$ cat src/ipv4p_pkg.sv
// ============================================================================
// ipv4p_pkg: shared types and constants for the dotted IPv4 text parser
// Holds the character class record that the classifier and the accumulator
// both use, and the text constants that the classifier uses.
// ============================================================================
`default_nettype none

package ipv4p_pkg;

   localparam logic [7:0] PERIOD_CHAR    = 8'h2E;
   localparam logic [7:0] DIGIT_ZERO     = 8'h30;
   localparam logic [7:0] DIGIT_NINE     = 8'h39;
   localparam logic [2:0] PERIODS_NEEDED = 3'd3;
   localparam logic [2:0] MAX_COUNT      = 3'd4;
   localparam int         ADDR_W         = 32;

   typedef struct packed {
      logic       is_digit;
      logic       is_period;
      logic [3:0] digit;
   } char_class_type;

   typedef struct packed {
      logic              valid_res;
      logic [ADDR_W-1:0] address;
   } parse_result_type;

endpackage : ipv4p_pkg

`default_nettype wire

$ cat src/ipv4_dotted_text_parser_unit.sv
// ============================================================================
// ipv4_dotted_text_parser_unit: dotted-decimal IPv4 text to binary address
// Takes one text byte per request with a last flag and returns one response
// per text holding a validity bit and the 32-bit address.
// ============================================================================
//
//   Channel   Ports                                   Direction  Moves
//   req       req_valid req_stall req_character       in         one byte
//             req_last
//   rsp       rsp_valid rsp_stall rsp_valid_res       out        one result
//             rsp_address
//
// A request is registered in the input register and folded into the parse
// state once the output register is free or being drained; a final byte
// then places its response in the output register, which drives the
// outputs. One byte is taken every cycle while the output register is free
// or being drained. Reset is synchronous and clears the parse state and both
// valid flags. A stalled response holds the output register, and req_stall
// rises only while a byte waits in the input register behind it.
// ============================================================================
`default_nettype none

module ipv4_dotted_text_parser_unit
   import ipv4p_pkg::*;
(
   input  wire logic              clock,
   input  wire logic              reset,
   input  wire logic              req_valid,
   output      logic              req_stall,
   input  wire logic [7:0]        req_character,
   input  wire logic              req_last,
   output      logic              rsp_valid,
   input  wire logic              rsp_stall,
   output      logic              rsp_valid_res,
   output      logic [ADDR_W-1:0] rsp_address
);

   // Input register: one byte waiting to be folded into the state.
   logic       in_valid_ff, in_valid_in;
   logic [7:0] in_char_ff, in_char_in;
   logic       in_last_ff, in_last_in;

   // Output register: one finished response.
   logic              rsp_valid_ff, rsp_valid_in;
   logic              rsp_res_ff, rsp_res_in;
   logic [ADDR_W-1:0] rsp_addr_ff, rsp_addr_in;

   logic             advance;
   logic             fire;
   logic             take;
   char_class_type   cls;
   parse_result_type result;

   // The processing stage may move whenever the output register is free or
   // is being emptied this cycle.
   assign advance   = !(rsp_valid_ff && rsp_stall);
   assign fire      = in_valid_ff && advance;
   assign req_stall = in_valid_ff && !advance;
   assign take      = req_valid && !req_stall;

   ipv4p_char_classifier u_classifier (
      .character (in_char_ff),
      .cls       (cls)
   );

   ipv4p_accum u_accum (
      .clock  (clock),
      .reset  (reset),
      .fire   (fire),
      .cls    (cls),
      .last   (in_last_ff),
      .result (result)
   );

   always_comb begin
      in_valid_in = in_valid_ff;
      in_char_in  = in_char_ff;
      in_last_in  = in_last_ff;
      if (take) begin
         in_valid_in = 1'b1;
         in_char_in  = req_character;
         in_last_in  = req_last;
      end else if (fire) begin
         in_valid_in = 1'b0;
      end

      rsp_valid_in = rsp_valid_ff;
      rsp_res_in   = rsp_res_ff;
      rsp_addr_in  = rsp_addr_ff;
      if (fire && in_last_ff) begin
         rsp_valid_in = 1'b1;
         rsp_res_in   = result.valid_res;
         rsp_addr_in  = result.address;
      end else if (rsp_valid_ff && !rsp_stall) begin
         rsp_valid_in = 1'b0;
      end
   end

   always_ff @(posedge clock) begin
      if (reset) begin
         in_valid_ff  <= 1'b0;
         rsp_valid_ff <= 1'b0;
      end else begin
         in_valid_ff  <= in_valid_in;
         rsp_valid_ff <= rsp_valid_in;
      end
      in_char_ff  <= in_char_in;
      in_last_ff  <= in_last_in;
      rsp_res_ff  <= rsp_res_in;
      rsp_addr_ff <= rsp_addr_in;
   end

   assign rsp_valid     = rsp_valid_ff;
   assign rsp_valid_res = rsp_res_ff;
   assign rsp_address   = rsp_addr_ff;

   // An invalid text always reports a zero address.
   a_invalid_zero : assert property (@(posedge clock) disable iff (reset)
      (rsp_valid && !rsp_valid_res) |-> (rsp_address == '0))
      else $error("invalid response carries a nonzero address");

   // Back-pressure on requests only arises with a byte held in the input stage.
   a_stall_needs_byte : assert property (@(posedge clock) disable iff (reset)
      req_stall |-> in_valid_ff)
      else $error("request stalled with an empty input register");

   // Folding a final byte produces a response at the next edge.
   a_last_gives_rsp : assert property (@(posedge clock) disable iff (reset)
      (fire && in_last_ff) |=> rsp_valid)
      else $error("final byte processed without a response");

endmodule : ipv4_dotted_text_parser_unit

`default_nettype wire

$ cat src/ipv4p_char_classifier.sv
// ============================================================================
// ipv4p_char_classifier: sorts one text byte into digit, period or other
// Also gives the binary value of a digit.
// ============================================================================
`default_nettype none

module ipv4p_char_classifier
   import ipv4p_pkg::*;
(
   input  wire logic [7:0]     character,
   output char_class_type      cls
);

   // The low nibble of an ASCII digit is its value.
   always_comb begin
      cls.is_digit  = (character inside {[DIGIT_ZERO:DIGIT_NINE]});
      cls.is_period = (character == PERIOD_CHAR);
      cls.digit     = character[3:0];
   end

endmodule : ipv4p_char_classifier

`default_nettype wire

$ cat src/ipv4p_accum.sv
// ============================================================================
// ipv4p_accum: running parse state and end-of-text result
// Folds one classified character per strobe into the digit run, the address
// sum and the period and error tallies, and returns to the cleared state
// after the final character of a text.
// ============================================================================
`default_nettype none

module ipv4p_accum
   import ipv4p_pkg::*;
(
   input  wire logic             clock,
   input  wire logic             reset,
   input  wire logic             fire,
   input  wire char_class_type   cls,
   input  wire logic             last,
   output parse_result_type      result
);

   logic [ADDR_W-1:0] sum_ff, sum_in;
   logic [ADDR_W-1:0] run_ff, run_in;
   logic              in_run_ff, in_run_in;
   logic [2:0]        runs_ff, runs_in;
   logic [2:0]        periods_ff, periods_in;
   logic              bad_ff, bad_in;

   logic [ADDR_W-1:0] run_upd, shifted, sum_upd;
   logic              in_run_upd, do_close, add_run;
   logic [2:0]        runs_upd, periods_upd;
   logic              bad_upd, ok;

   always_comb begin
      // A digit extends the run (times ten as shift-and-add, wrapping).
      run_upd    = cls.is_digit
                   ? ((run_ff << 3) + (run_ff << 1) + {28'd0, cls.digit})
                   : run_ff;
      in_run_upd = cls.is_digit | in_run_ff;

      // A run closes on any non-digit, and on the final character of a text.
      do_close = !cls.is_digit || last;
      add_run  = do_close && in_run_upd && (runs_ff < MAX_COUNT);

      case (runs_ff[1:0])
         2'd0:    shifted = run_upd << 24;
         2'd1:    shifted = run_upd << 16;
         2'd2:    shifted = run_upd << 8;
         default: shifted = run_upd;
      endcase

      sum_upd  = add_run ? (sum_ff + shifted) : sum_ff;
      runs_upd = add_run ? (runs_ff + 3'd1) : runs_ff;

      periods_upd = (cls.is_period && (periods_ff < MAX_COUNT))
                    ? (periods_ff + 3'd1) : periods_ff;
      bad_upd     = bad_ff | !(cls.is_digit | cls.is_period);

      ok               = !bad_upd && (periods_upd == PERIODS_NEEDED);
      result.valid_res = ok;
      result.address   = ok ? sum_upd : '0;

      sum_in     = sum_ff;
      run_in     = run_ff;
      in_run_in  = in_run_ff;
      runs_in    = runs_ff;
      periods_in = periods_ff;
      bad_in     = bad_ff;
      if (fire) begin
         if (last) begin
            sum_in     = '0;
            run_in     = '0;
            in_run_in  = 1'b0;
            runs_in    = '0;
            periods_in = '0;
            bad_in     = 1'b0;
         end else begin
            sum_in     = sum_upd;
            run_in     = do_close ? '0 : run_upd;
            in_run_in  = do_close ? 1'b0 : in_run_upd;
            runs_in    = runs_upd;
            periods_in = periods_upd;
            bad_in     = bad_upd;
         end
      end
   end

   always_ff @(posedge clock) begin
      if (reset) begin
         sum_ff     <= '0;
         run_ff     <= '0;
         in_run_ff  <= 1'b0;
         runs_ff    <= '0;
         periods_ff <= '0;
         bad_ff     <= 1'b0;
      end else begin
         sum_ff     <= sum_in;
         run_ff     <= run_in;
         in_run_ff  <= in_run_in;
         runs_ff    <= runs_in;
         periods_ff <= periods_in;
         bad_ff     <= bad_in;
      end
   end

endmodule : ipv4p_accum

`default_nettype wire
$ cat config.mk
export PLATFORM = sky130hd
export DESIGN_NAME = ipv4_dotted_text_parser_unit
export DESIGN_NICKNAME = d
export VERILOG_FILES = /design/src/ipv4p_pkg.sv /design/src/ipv4_dotted_text_parser_unit.sv /design/src/ipv4p_char_classifier.sv /design/src/ipv4p_accum.sv
export SDC_FILE = /design/constraint.sdc
export NUM_CORES = 1
export LEC_CHECK = 0
export BUFFER_PORTS_ARGS = -buffer_cell sky130_fd_sc_hd__buf_2
export CORE_MARGIN = 1
export CORE_UTILIZATION = 45
export DETAILED_ROUTE_END_ITERATION = 16
export PLACE_DENSITY = 0.72
export SLEW_MARGIN = 40
export SYNTH_ARGS = -nofsm -noshare
export SYNTH_HDL_FRONTEND = slang
export SYNTH_SLANG_ARGS = --single-unit
export TNS_END_PERCENT = 10
$ cat constraint.sdc
create_clock -name clock -period 6.1 [get_ports clock]
set_input_delay 1.22 -clock clock [delete_from_list [all_inputs] [get_ports clock]]
set_output_delay 1.22 -clock clock [all_outputs]
set_load 0.05 [all_outputs]
==> results of run 1 <==
[power breakdown]
group | internal [mW] | switching (mW)
clock network | 0.635 | 0.381
logic | 0.0148 | 0.0586
registers | 0.809 | 0.00416
[path summary, 6_finish.rpt]
path | start | endpoint | slack [ns] | cells after the start
worst max-delay path | in_char_ff[3] | rsp_address[31] | 0.30 | 24
worst min-delay path | u_accum.in_run_ff | u_accum.in_run_ff | 0.46 | 2
worst max register to register | in_char_ff[3] | rsp_address[31] | 0.30 | 24
worst min register to register | u_accum.in_run_ff | u_accum.in_run_ff | 0.46 | 2
[metal layers]
layer  global-route usage [%]  vias to the layer above
li1                         -                     3869
met2                     40.5                      313
met1                     33.3                     3759
met5                        0                        -
met4                     9.54                        0
met3                     4.38                       46
[cell families after synthesis]
kind of cell / share of synthesized area, %
compound gates: 24.7
xor+xnor: 5.42
fa+ha+maj: 14.4
buf+inv: 3.65
flops: 32.0
mux: 1.42
simple gates: 18.4
[per-stage QoR]
stage | cell area (sq um) | utilization, % | hold WS, ns | instances | setup slack (ns)
floorplan | 8570 | - | 0.432 | 1046 | 0.783
global placement | 9010 | 48.2 | 0.445 | 1288 | 0.309
detailed placement | 9010 | 48.2 | 0.457 | 1288 | 0.258
CTS | 9600 | 51.3 | 0.461 | 1320 | 0.206
global route | 9730 | 52.0 | 0.490 | 1324 | 0.0190
finish | 9730 | 52.0 | 0.464 | 1324 | 0.297
[flip-flops by register name, summed over array words and instances (netlist names)]
| register | count |
|---|---|
| u_accum.runs_ff | 3 |
| u_accum.in_run_ff | 1 |
| rsp_valid | 1 |
| u_accum.bad_ff | 1 |
| in_valid_ff | 1 |
| in_last_ff | 1 |
| rsp_valid_res | 1 |
| u_accum.sum_ff | 32 |
| u_accum.periods_ff | 3 |
| u_accum.run_ff | 32 |
| rsp_address | 32 |
| in_char_ff | 8 |
[critical path, stage by stage (launching register included)]
cell	delay, ns
edfxtp_1	0.34
inv_1	0.07
fa_1	0.54
inv_1	0.07
fa_2	0.40
a21o_1	0.20
a21oi_2	0.15
o211ai_1	0.14
a31o_2	0.33
a31oi_4	0.23
xnor2_1	0.20
nand2_1	0.08
a31oi_1	0.30
ha_1	0.35
nand2_1	0.14
o21ai_1	0.12
o21ai_1	0.15
o211ai_1	0.17
nor4_2	0.36
o21ai_1	0.17
a221o_1	0.37
or2_0	0.23
mux2i_2	0.22
xnor2_1	0.15
nor2_1	0.05
[Yosys cell counts, types with 14 or more instances]
cell	n	share of area (%)
a21o_1	18	1.6
a31oi_1	17	1.2
nand2_1	169	7.4
nor2_1	120	5.3
xor2_1	14	1.4
a22oi_1	51	4.5
a21oi_1	93	5.4
xnor2_1	39	4.0
dfxtp_1	74	17
and2_1	14	1.0
inv_1	28	1.2
edfxtp_1	42	15
ha_1	94	14
o21ai_0	41	2.4
clkbuf_1	49	2.1
[area by class of cell]
class	instances	area, sq um
Clock buffer	17	425
Multi-Input combinational cell	847	5620
Inverter	28	105
Sequential cell	116	2740
Tap cell	234	293
Fill cell	1731	8970
Clock inverter	15	164
Timing Repair Buffer	67	385
[what timing repair did]
| action | CTS | global route |
|---|---|---|
| hold buffers | 0 | 0 |
| buffers inserted | 0 | 4 |
| resized for setup | 0 | 20 |
| setup endpoints to repair | 0 | 3 |
==> results.cfg, run 1 <==
[pwr]
total_power_mw = 1.90
power.leakage_nw = 4.04
vdd_drop_max_mv = 0.209
powerDensity_nw_per_um2 = 196

[synthesis]
synth_area_per_cell_sq_um = 8.19
yosysSeqAreaShare_pct = 32.0
synth_edf_count = 42
ys_seq_elements = 116
synth.distinct_cells = 68
yosys_warnings = 0
synth_nets = 1156
syn_inst = 1046
synthFlopType = dfxtp_1
async_flop_share_pct = 0
synthesis.area_sq_um = 8570

[global_routing]
antenna_found_initial = 0
grt_max_degree = 59
grtUsageTotal_pct = 25.1
grt_pass1_vias = 7449
grt_pass1_wl_um = 38800
grt_overflow = 0

[timing]
finalSetupTns_ns = 0
slew_viol_final = 0
final-hold-violation-count = 0
fmax_mhz = 172
max-slew-margin-rel_pct = 41.2
rsz0062_at_grt = no
worst_pin_slew_ns = 0.873
finalClockSkew_ns = 0.00662
setup_viol = 0
post-route-min-period_ns = 5.80
period_share_pct = 95.1

[cts]
cts.sink_count = 116
htreeDepth = 4
root_buffer = clkbuf_16
clk_latency_ns = 0.43
cts_buffers = 17
cts_buffer_depth = 2
path_clk_slew_ns = 0.06
tritoncts = built

[cells_and_area]
final_common_cell = nand2_1
drive_above_1_share_pct = 11.7
antenna_cells = 0
layout_common_cells = nand2_1 (168), nor2_1 (117), ha_1 (93)
areaGrowthSynthToFinish_pct = 13.6
nets = 1187

[detailed_routing]
drt-met1-wl_um = 10700
viasPerCell = 6.03
drcViolationCount = 0
dr.pass1.iters = 6
wl_per_cell_um = 18.0
first_iter_violations = 787
met2_length_um = 10900
wl_um = 23800
ant_nets = 0
num_vias = 7987
top_layer_used = met4
wl_met3_um = 1530

[status]
outcome = completed

[worst_setup_path]
critPathMaxFanout = 5
cp-start-kind = flop
critical_path_arrival_ns = 5.97
end_kind = flop
critPathRequiredTime_ns = 6.27
critPathKind = reg -> reg

[placement]
dpl.hpwl_um = 16900
port_buffers = 47
routabilityCongestion = 0.964

[die]
die_width_um = 140
io_pins = 48
std_cell_rows = 50
core_area_sq_um = 18700
start_util_pct = 45.8
die_height_um = 140
fp.dieArea_sq_um = 19600

[min_path]
min_path_type = reg -> reg

[job]
cap_violations = 0
No activity file was read; power rests on OpenSTA's default activity.
==> inputs of run 2 (changes only) <==
PLACE_DENSITY = 0.74   (was 0.72)
clock period = 4.95 ns   (was 6.1 ns; I/O delays follow)
==> results.cfg, run 2 (synthesis gave the netlist of run 1 again) <==
[placement]
port_buffers = 47
dp_slack_ns = -0.511
dp.cells = 1456
routabilityCongestion = 0.971
dpl.hpwl_um = 18900
placed_cell_area_sq_um = 10300

[cts]
cts_buffer_depth = 2
htreeDepth = 4
path_clk_slew_ns = 0.06
tritoncts = built
cts.sink_count = 116
root_buffer = clkbuf_16
clk_latency_ns = 0.42
cts_buffers = 17

[min_path]
min_path_type = reg -> reg
hold_depth = 2

[worst_setup_path]
crit_path_end = rsp_address[31]
critPathMaxFanout = 5
worstSetupStartpoint = in_char_ff[3]
end_kind = flop
r2r-start = in_char_ff[3]
critPathKind = reg -> reg
critPathRequiredTime_ns = 5.11
reg2regPathDepth = 24
reg2reg_slack_ns = -0.47
cp-start-kind = flop
worstReg2RegEnd = rsp_address[31]
critical_path_arrival_ns = 5.59

[timing]
rsz0062_at_grt = yes
finalClockSkew_ns = 0.00984
period_share_pct = 110
worst_pin_slew_ns = 0.959
max-slew-margin-rel_pct = 35.4
setup_slack_ns = -0.475
final-hold-violation-count = 0
slew_viol_final = 0
finalSetupTns_ns = -4.75
setup_viol = 23
post-route-min-period_ns = 5.42
fmax_mhz = 184

[die]
std_cell_rows = 50
io_pins = 48
core_area_sq_um = 18700
fp.dieArea_sq_um = 19600
start_util_pct = 45.8
die_width_um = 140
die_height_um = 140

[cells_and_area]
areaGrowthSynthToFinish_pct = 34.3
final_area_sq_um = 11500
nets = 1387
instances_no_fill = 1524
antenna_cells = 0
drive_above_1_share_pct = 29.2
layout_common_cells = buf_4 (218), nand2_1 (160), nor2_1 (117)
final_common_cell = buf_4

[global_routing]
grt_overflow = 0
grt_max_degree = 49
grt_pass1_wl_um = 42200
antenna_found_initial = 0
grtUsageTotal_pct = 27.3
grt_pass1_vias = 8380

[pwr]
powerDensity_nw_per_um2 = 212
vdd_drop_max_mv = 0.202
power.leakage_nw = 5.16
total_power_mw = 2.45

[status]
outcome = finished with violations
violations = negative setup slack

[detailed_routing]
drcViolationCount = 0
wl_um = 26500
wl_per_cell_um = 17.4
viasPerCell = 5.79
first_iter_violations = 645
num_vias = 8825
dr.pass1.iters = 5
ant_nets = 0

[job]
cap_violations = 0
## run 2: cell count changes in the layout (fill, tap and decap cells not counted), sizes merged
| cell | before | now |
|---|---|---|
| clkbuf | 17 | 18 |
| clkinv | 7 | 3 |
| inv | 29 | 32 |
| clkinvlp | 4 | 3 |
| buf | 67 | 267 |
| bufinv | 3 | 4 |
## run 2: final cells by class
| cell class | instances | area (sq um) |
|---|---|---|
| inverters | 28 | 105 |
| flip-flops and latches | 116 | 2750 |
| multi-input cells | 847 | 5850 |
| well taps | 234 | 293 |
| clock inverters | 14 | 200 |
| fillers | 1523 | 7190 |
| clock buffers | 18 | 429 |
| repair buffers | 267 | 1890 |
## run 2: layer usage
| layer | share of wire (%) | GRT usage [%] |
|---|---|---|
| met3 | 6.2 | 4.82 |
| met2 | 47 | 46.6 |
| met5 | 0 | 0 |
| met4 | 3.5 | 11.3 |
| met1 | 43 | 33.9 |
## run 2: per-stage QoR
stage / util, % / hold WS, ns
after floorplan: - / 0.432
after global placement: 55.0 / 0.456
after detailed placement: 55.0 / 0.473
after CTS: 60.2 / 0.481
after global routing: 61.5 / 0.529
final: 61.5 / 0.475
## run 2: where the power goes
part           switching (mW)  internal (mW)
logic                  0.0739         0.0230
clock network           0.497          0.849
registers             0.00547          0.996
## run 2: repair_timing
action                                  in CTS  in global routing
buffers inserted                            29                  8
pin swaps                                   36                 37
endpoints found under the setup margin      27                 37
gates resized for setup                     34                 40
hold buffers                                 0                  0
## run 2: critical path: stages, from the launching register on
cell      delay, ns
edfxtp_1       0.35
inv_2          0.05
fa_1           0.51
inv_2          0.05
fa_2           0.34
a21o_1         0.17
a21oi_2        0.15
o211ai_1       0.15
a31o_2         0.32
a31oi_4        0.19
xnor2_1        0.19
nand2_1        0.11
a31oi_2        0.33
ha_4           0.27
nand4_1        0.17
nor2_1         0.08
o21ai_1        0.14
o211ai_1       0.14
nor4_2         0.34
o21ai_1        0.15
a221o_1        0.32
or2_1          0.23
mux2i_2        0.22
xnor2_1        0.15
nor2_1         0.05
## run 2: worst min-delay path by stage
stage | endpoint | startpoint | slack (ns)
after floorplan | u_accum.bad_ff | u_accum.bad_ff | 0.43
after CTS | u_accum.bad_ff | u_accum.bad_ff | 0.48
after global placement | u_accum.bad_ff | u_accum.bad_ff | 0.46
after global routing | u_accum.periods_ff[1] | u_accum.periods_ff[1] | 0.53
after detailed placement | u_accum.bad_ff | u_accum.bad_ff | 0.47
final | u_accum.bad_ff | u_accum.bad_ff | 0.47
==> inputs of run 3 (changes only) <==
CTS_BUF_LIST = sky130_fd_sc_hd__clkbuf_8   (was default)
==> results.cfg, run 3 (synthesis gave the netlist of run 1 again) <==
[status]
outcome = finished with violations
violations = negative setup slack

[die]
core_area_sq_um = 18700
start_util_pct = 45.8
die_height_um = 140
die_width_um = 140
io_pins = 48
std_cell_rows = 50
fp.dieArea_sq_um = 19600

[cells_and_area]
final_common_cell = buf_4
layout_common_cells = buf_4 (205), nand2_1 (160), nor2_1 (115)
areaGrowthSynthToFinish_pct = 32.3
antenna_cells = 0
final_area_sq_um = 11300
n_fill_cell = 1547
drive_above_1_share_pct = 29.5
nets = 1374
fin_util_pct = 60.6

[cts]
cts_buffers = 17
htreeDepth = 4
tritoncts = built
ctsHoldBuffers = 0
clk_latency_ns = 0.47
cts_buffer_depth = 2
root_buffer = clkbuf_8
path_clk_slew_ns = 0.08
cts.sink_count = 116

[job]
cap_violations = 0

[detailed_routing]
wl_per_cell_um = 17.4
viasPerCell = 5.80
wl_um = 26400
ant_nets = 0
num_vias = 8765
drcViolationCount = 0
first_iter_violations = 616
dr.pass1.iters = 5

[worst_setup_path]
cp-start-kind = flop
critical_path_arrival_ns = 5.49
end_kind = flop
critPathMaxFanout = 5
critPathRequiredTime_ns = 5.15
critPathKind = reg -> reg

[pwr]
powerDensity_nw_per_um2 = 186
vdd_drop_max_mv = 0.207
power.leakage_nw = 5.07
total_power_mw = 2.11

[timing]
fmax_mhz = 189
post-route-min-period_ns = 5.29
worst_pin_slew_ns = 0.860
final-hold-violation-count = 0
finalSetupTns_ns = -3.54
setup_slack_ns = -0.338
slew_viol_final = 0
rsz0062_at_grt = yes
finalClockSkew_ns = 0.0162
max-slew-margin-rel_pct = 42.0
setup_viol = 21
period_share_pct = 107

[min_path]
min_path_type = reg -> reg

[placement]
dp_slack_ns = -0.511
placed_cell_area_sq_um = 10300
routabilityCongestion = 0.971
port_buffers = 47
dpl.hpwl_um = 18900

[global_routing]
grt_overflow = 0
grt_pass1_wl_um = 41700
grt_max_degree = 49
grt_pass1_vias = 8302
antenna_found_initial = 0
grtUsageTotal_pct = 26.9
## run 3: changes by cell type in the layout (fill, tap and decap cells not counted), sizes merged
cell | before | now
inv | 32 | 33
clkbuf | 18 | 17
buf | 267 | 254
## run 3: stage by stage
stage,hold WS [ns],std cells
floorplan,0.432,1046
CTS,0.489,1504
global route,0.533,1511
finish,0.486,1511
global placement,0.456,1456
detailed placement,0.473,1456
## run 3: worst max-delay path, cell delays in order, from the launching register on
cell      delay, ns
dfxtp_2        0.34
inv_2          0.04
fa_1           0.54
inv_2          0.05
fa_2           0.36
a21o_1         0.17
a21oi_2        0.15
o211ai_1       0.14
a31o_2         0.28
a31oi_4        0.19
xnor2_1        0.20
nand2_1        0.09
a31oi_1        0.26
ha_1           0.35
nand4_1        0.23
nor2_1         0.08
o21ai_1        0.14
o211ai_1       0.17
nor4_4         0.22
o21ai_2        0.10
a221o_1        0.30
or2_1          0.22
mux2i_2        0.21
xnor2_1        0.14
nor2_1         0.05
## run 3: final cells by class
cell class | count | area (sq um) | share of cell area [%]
Clock inverter | 15 | 204 | 1.80
Timing Repair Buffer | 254 | 1800 | 15.8
Sequential cell | 116 | 2750 | 24.2
Multi-Input combinational cell | 847 | 5960 | 52.6
Inverter | 28 | 105 | 0.927
Tap cell | 234 | 293 | 2.58
Clock buffer | 17 | 234 | 2.06
## run 3: layer usage
metal / GRT usage (%) / up-vias / wire length, um
li1: - / 4242 / -
met1: 33.5 / 4151 / 11500
met2: 45.4 / 309 / 12400
met3: 4.92 / 63 / 1470
met4: 11.6 / 0 / 962
met5: 0 / - / 0
## run 3: report_power, final
| part | switching [mW] | internal, mW | leakage [nW] |
|---|---|---|---|
| logic | 0.0733 | 0.0227 | 3.84 |
| registers | 0.00565 | 0.995 | 1.02 |
| clock network | 0.457 | 0.553 | 0.215 |
## run 3: final timing paths
path | endpoint | from | cells past startpoint | slack [ns]
setup / recovery | rsp_address[31] | u_accum.run_ff[2] | 24 | -0.34
hold / removal | u_accum.periods_ff[1] | u_accum.periods_ff[1] | 2 | 0.49
setup reg to reg | rsp_address[31] | u_accum.run_ff[2] | 24 | -0.34
hold reg to reg | u_accum.periods_ff[1] | u_accum.periods_ff[1] | 2 | 0.49
## run 3: timing repair
item | CTS | global route
resized for setup | 34 | 61
setup buffers | 17 | 9
pin swaps | 24 | 27
setup endpoints to repair | 26 | 38
